[config.mk]
export PLATFORM = sky130hd
export DESIGN_NAME = vpbmf_ctrl
export DESIGN_NICKNAME = d
export VERILOG_FILES = /design/src/hw/rtl/vpbmf_pkg.sv /design/src/hw/rtl/vpbmf_ctrl.sv
export VERILOG_INCLUDE_DIRS = /design/src /design/src/hw/rtl
export SDC_FILE = /design/constraint.sdc
export NUM_CORES = 1
export LEC_CHECK = 0
export BUFFER_PORTS_ARGS = -buffer_cell sky130_fd_sc_hd__buf_4
export CAP_MARGIN = 10
export CORE_AREA = 5 5 42 44
export DETAILED_ROUTE_END_ITERATION = 10
export DIE_AREA = 0 0 47 49
export PLACE_DENSITY = 0.45
export SLEW_MARGIN = 10
export SYNTH_ARGS = -nofsm -noshare
export SYNTH_HDL_FRONTEND = slang
export SYNTH_SLANG_ARGS = --single-unit
export TNS_END_PERCENT = 10
[constraint.sdc]
create_clock -name clk -period 1.55 [get_ports clk]
set_clock_uncertainty 0.2 [all_clocks]
set_input_delay 0.31 -clock clk [delete_from_list [all_inputs] [get_ports clk]]
set_output_delay 0.31 -clock clk [all_outputs]
set_load 0.05 [all_outputs]
[src/hw/rtl/valid_pixel_box_mean_fill_top_assert.svh]
// Assertion macros for the valid-pixel box mean fill block.
// Used by the controller; expects clk and rst in scope.
`ifndef VALID_PIXEL_BOX_MEAN_FILL_TOP_ASSERT_SVH
`define VALID_PIXEL_BOX_MEAN_FILL_TOP_ASSERT_SVH

// same-cycle implication
`define VPBMF_ASSERT_NOW(label, ante, cons, msg) \
  label: assert property (@(posedge clk) disable iff (rst) (ante) |-> (cons)) else $error(msg);

// next-cycle implication
`define VPBMF_ASSERT_NEXT(label, ante, cons, msg) \
  label: assert property (@(posedge clk) disable iff (rst) (ante) |=> (cons)) else $error(msg);

`endif

[src/hw/rtl/vpbmf_pkg.sv]
// Package for the valid-pixel box mean fill block: payload types, constants,
// controller command/status structs. No dependencies.
`default_nettype none
package vpbmf_pkg;
  localparam int DEF_MAX_WIDTH = 2048;
  localparam int DEF_WINDOW_RADIUS = 2;
  localparam int POS_W = 12;
  localparam int MAX_HEIGHT = 2048;
  localparam int MIN_SIDE = 5;
  localparam int CFG_IDX_W = 2;
  localparam int PIX_W = 8;

  localparam logic [CFG_IDX_W-1:0] REG_FRAME_WIDTH = 2'd0;
  localparam logic [CFG_IDX_W-1:0] REG_FRAME_HEIGHT = 2'd1;

  localparam logic REQ_PIXEL = 1'b0;
  localparam logic REQ_DRAIN = 1'b1;

  typedef struct packed {
    logic             req_type;
    logic [PIX_W-1:0] pixel_value;
  } in_item_t;

  typedef struct packed {
    logic [PIX_W-1:0] out_pixel;
    logic             frame_last;
  } out_item_t;

  typedef struct packed {
    logic accept;
    logic step;
    logic win_start;
    logic win_run;
    logic div_start;
    logic div_run;
    logic load_out;
  } ctrl_cmd_t;

  typedef struct packed {
    logic release_out;
    logic win_last;
    logic div_last;
    logic out_free;
  } ctrl_status_t;
endpackage
`default_nettype wire

[src/hw/rtl/vpbmf_ctrl.sv]
// Controller state machine: sequences write, release check, window scan,
// divide and output load. Uses vpbmf_pkg and the assertion macro header.
`default_nettype none
module vpbmf_ctrl (
  input  wire logic                    clk,
  input  wire logic                    rst,
  input  wire logic                    in_valid,
  output logic                         in_stall,
  input  wire vpbmf_pkg::ctrl_status_t status,
  output vpbmf_pkg::ctrl_cmd_t         cmd
);
  import vpbmf_pkg::*;
  `include "valid_pixel_box_mean_fill_top_assert.svh"

  localparam logic [2:0] ST_IDLE  = 3'd0;
  localparam logic [2:0] ST_STEP  = 3'd1;
  localparam logic [2:0] ST_CHECK = 3'd2;
  localparam logic [2:0] ST_WIN   = 3'd3;
  localparam logic [2:0] ST_WACC  = 3'd4;
  localparam logic [2:0] ST_DLOAD = 3'd5;
  localparam logic [2:0] ST_DIV   = 3'd6;
  localparam logic [2:0] ST_DONE  = 3'd7;

  logic [2:0] state, state_next;

  always_ff @(posedge clk) begin
    if (rst) begin
      state <= ST_IDLE;
    end else begin
      state <= state_next;
    end
  end

  assign in_stall = (state != ST_IDLE);

  always_comb begin
    state_next = state;
    cmd = '0;
    case (state)
      ST_IDLE: begin
        if (in_valid) begin
          cmd.accept = 1'b1;
          state_next = ST_STEP;
        end
      end
      ST_STEP: begin
        cmd.step = 1'b1;
        state_next = ST_CHECK;
      end
      ST_CHECK: begin
        if (status.release_out) begin
          cmd.win_start = 1'b1;
          state_next = ST_WIN;
        end else begin
          state_next = ST_IDLE;
        end
      end
      ST_WIN: begin
        cmd.win_run = 1'b1;
        if (status.win_last) begin
          state_next = ST_WACC;
        end
      end
      ST_WACC: state_next = ST_DLOAD;
      ST_DLOAD: begin
        cmd.div_start = 1'b1;
        state_next = ST_DIV;
      end
      ST_DIV: begin
        cmd.div_run = 1'b1;
        if (status.div_last) begin
          state_next = ST_DONE;
        end
      end
      ST_DONE: begin
        if (status.out_free) begin
          cmd.load_out = 1'b1;
          state_next = ST_IDLE;
        end
      end
      default: state_next = ST_IDLE;
    endcase
  end

  `VPBMF_ASSERT_NEXT(a_accept_steps, cmd.accept, state == ST_STEP, "accept not followed by step")
  `VPBMF_ASSERT_NOW(a_busy_stalls, state != ST_IDLE, in_stall, "input taken while busy")
  `VPBMF_ASSERT_NEXT(a_load_idles, cmd.load_out, state == ST_IDLE && !in_stall, "no idle after load")
endmodule
`default_nettype wire

* Yosys cells after proc, flatten, opt, wreduce, memory -nomap -nowiden *
Index checks and enable logic that the tools add are counted.
W data, S select, Z words.

word-level totals
  register bits = 3
  input port bits = 7
  output and inout port bits = 8
  logic and storage cells = 31

operators by class
  eq/ne operators = 11
  muxes and demuxes = 16
  reductions and logical operators = 3

operators with widths
  cell                  number
  $pmux W3 S8           1
  $eq A3 B3 Y1 const B  4
  $mux W3               4
  $mux W1               10
  $ne A2 B2 Y1 const B  4
  $eq A3 B2 Y1 const B  2
  $reduce_and A4 Y1     1
  $eq A3 B1 Y1 const B  1
  $logic_not A3 Y1      1
  $reduce_bool A3 Y1    1
  $mux W2               1

* Depth between registers and ports, before layout *
  depth after elaboration = 3
  depth in mapped cells = 4
  gate-level depth less buffers = 3

* Least setup slack after synthesis *
Ideal clock, no wire load.

  kind = register to output
  start point = register state[1]
  end point = output port cmd[6] (netlist name)
  arrival = 1.727 ns
  required time = 1.040 ns
  slack = -0.687 ns
  cell stages (with the launch flop) = 4
  path buffers = 1
  cells stage by stage = dfxtp_1 -> buf_4 -> nor2b_1 -> nor3b_1

RTL lines
  what                    RTL line          source
  start, declared         vpbmf_ctrl.sv:24  logic [2:0] state, state_next;
  start signal, assigned  vpbmf_ctrl.sv:30  state <= state_next;
  end, declared           vpbmf_ctrl.sv:10  output vpbmf_pkg::ctrl_cmd_t cmd

* Worst setup path after layout *
  start point = register state[0]
  end point = output port in_stall

between the ends
  cells in the longest elaborated chain, start to end = 1

ends and longest elaborated chain
  what                RTL line          source
  $reduce_bool A3 Y1  vpbmf_ctrl.sv:34  assign in_stall = (state != ST_IDLE);
  end, declared       vpbmf_ctrl.sv:8   output logic in_stall,

Every way passes these cells.

==> metrics.md <==
| Metric | Value |
|---|---|
| Starting density of the core | between 15 and 20% |
| Hold Crit Class | input port to flip-flop |
| DR iter-0 viols | 3 |
| Sequential cell area fraction in the yosys report | between 20 and 30% |
| Vias in the first global route | between 300 and 400 |
| Relative slew slack | 87.2% |
| Final setup margin | -78.3 ps |
| Longest Clk Path Bufs | 2 |
| RSZ-0062 raised after global routing | yes |
| Inserted Clock Buffers | 3 |
| F_max | 614 MHz |
| Clk Latency, worst-skew pair | 230 ps |
| Comb power frac | 38.2% |
| Failing checks | setup timing |
| Max-cap violations | 0 |
| Final hold violation count | 0 |
| Status | finished with violations |
| Clk sink count | 3 |
| Core Region | 0.00140 mm2 |
| Die X | 47 um |
| Layout cells sized above 1 | 73.2% |
| I/O pins | 15 |
| Internal | around 0.25 mW |
| Sequential share of power | 24.8% |
| Endpoint class of the critical path | primary output |
| Syn-to-layout area delta | 135% |
| Global route overflow | 0 |
| Post-cts hold buffer count | 0 |
| First-pass GRT wire length | 1220 um |
| Nets | 64 |
| CP arrival | 1120 ps |
| Residual DRC | 0 |
| Crit-path max FO | 5 |
| Mapped Area | roughly 220 um2 |
| Top cell type by total area after synthesis | dfxtp_1 |
| Largest net degree at the start of global routing | 10 |
| Max reg flops | 3 |
| Slew @ Worst Pin | ~190 ps |
| Clk slew on worst S/H paths | 40 ps |
| Mapped Cells | 30 |
| H-tree levels | 1 |
| Synth unique cells | 19 |
| Pins over their slew limit | 0 |
| Vias per inst | 4.31 |
| Diodes inserted | 0 |
| Routed wire length | 712 um |
| Drt pass-1 iters | 2 |
| Synth cell count leaders | nor2_1, dfxtp_1, nand2_1, nor3_1, nor3b_1 |
| Global Route Usage Sum | 7.67% |
| Full die area | 0.00230 mm2 |
| Yosys warning count | 0 |
| WL per Instance | 9.89 um |
| Biggest register | state |
| Largest cells by area after synthesis | dfxtp_1, nor2_1, nor3b_1 |
| Largest regs | state (3) |
| Worst setup SP type | flip-flop |
| Critical Path RT | 1040 ps |
| Share of the core filled with cells | 37.3% |
| Register bit total from synthesis | 3 |
| Power per standard cell area | 695 mW/mm2 |
| Std-Cell Rows | 14 |
| Die Ht | 49 um |
| Switching power | around 0.12 mW |
| Leakage | 0.233 nW |
| Final Critical Period | approximately 1600 ps |
| Dpl hpwl | around 500 um |
| Via Count | 310 |
| Placer Congestion | 0.777 |
| Async S/R FF share, synth | 0% |
| CTS tree | built |
| Peak VDD IR | 260 uV |
| Final period utilization | 105% |
| Clock power share | between 30% and 40% |
| Number of synthesized flops with an enable pin | 0 |
| Yosys top cell area share | 27.0% |
| IO buf count | 14 |
| Final hold slack | 58.9 ps |
| Predominant post-synthesis flop cell | dfxtp_1 |
| Root Driver | clkbuf_4 |
| Initial antenna violation count | 0 |
| Sw Share | 32.5% |
| WS Path Type | flip-flop to primary output |
| Most common cell in the netlist | nor2_1 |
| Setup violations, final | 7 |
| Antenna viol nets, final | 0 |
| Synth Area per Inst | 7.42 um2 |
| Net Count, Synth | 37 |
[per-layer routing]
layer | up-vias | global-route usage, % | wire (um)
met4 | 0 | 6.91 | 0
met3 | 0 | 4.43 | 57
met5 | - | 0 | 0
li1 | 158 | - | -
met2 | 10 | 10.6 | 350
met1 | 142 | 7.68 | 304
[critical path: stages (launching register included)]
cell     delay (ps)
dfxtp_4         350
or3_4           390
buf_8           160
[path summary, 6_finish.rpt]
| path | slack (ps) | cells after the start | endpoint | start |
|---|---|---|---|---|
| worst max-delay path | -80 | 2 | in_stall | state[0] |
| worst min-delay path | 60 | 2 | state[1] | rst |
| worst max register to register | 330 | 5 | state[1] | state[0] |
| worst min register to register | 440 | 2 | state[0] | state[1] |
[what timing repair did]
item,CTS,global route
gates cloned,0,0
pin swaps,1,0
endpoints found under the setup margin,8,8
setup buffers,4,2
resized for setup,20,2
[layout make-up]
type	instances	area, um2
Clock buffer	4	26.3
Fill cell	152	878
Multi-Input combinational cell	24	180
Sequential cell	3	71.3
Tap cell	16	20.0
Timing Repair Buffer	25	225
[cells in the final DEF (no fill, tap or decap), drive strengths merged, types with 2 or more instances in the layout]
master  instances
buf            25
dfxtp           3
nand2           4
nor3            2
nor3b           2
nor2            6
clkbuf          4
[cell families after synthesis]
family,Yosys count,synth area share [%]
AO/OA/AOI/OAI,6,18.5
buffers and inverters,3,10.7
flip-flops,3,27.0
multiplexers,1,4.49
AND/OR/NAND/NOR,17,39.3
[power by group through the flow]
stage / sequential, mW / clock (mW) / combinational, mW
after global placement: 0.0957 / 0 / 0.106
after global routing: 0.0913 / 0.158 / 0.146
final: 0.0903 / 0.134 / 0.139
after CTS: 0.0915 / 0.145 / 0.134
after detailed placement: 0.0955 / 0 / 0.106
after floorplan: 0.0846 / 0 / 0.0771
[through the flow]
stage | instance area, um2 | worst slack (ps) | std cells | TNS, ps | power (mW)
floorplan | 240 | -187 | 30 | -700 | 0.162
finish | 523 | -78.3 | 72 | -230 | 0.364
detailed placement | 379 | 71.3 | 62 | 0 | 0.201
global placement | 379 | 60.5 | 62 | 0 | 0.202
CTS | 502 | -103 | 70 | -357 | 0.371
global route | 523 | -125 | 72 | -724 | 0.396
No activity file was read; power rests on OpenSTA's default activity.
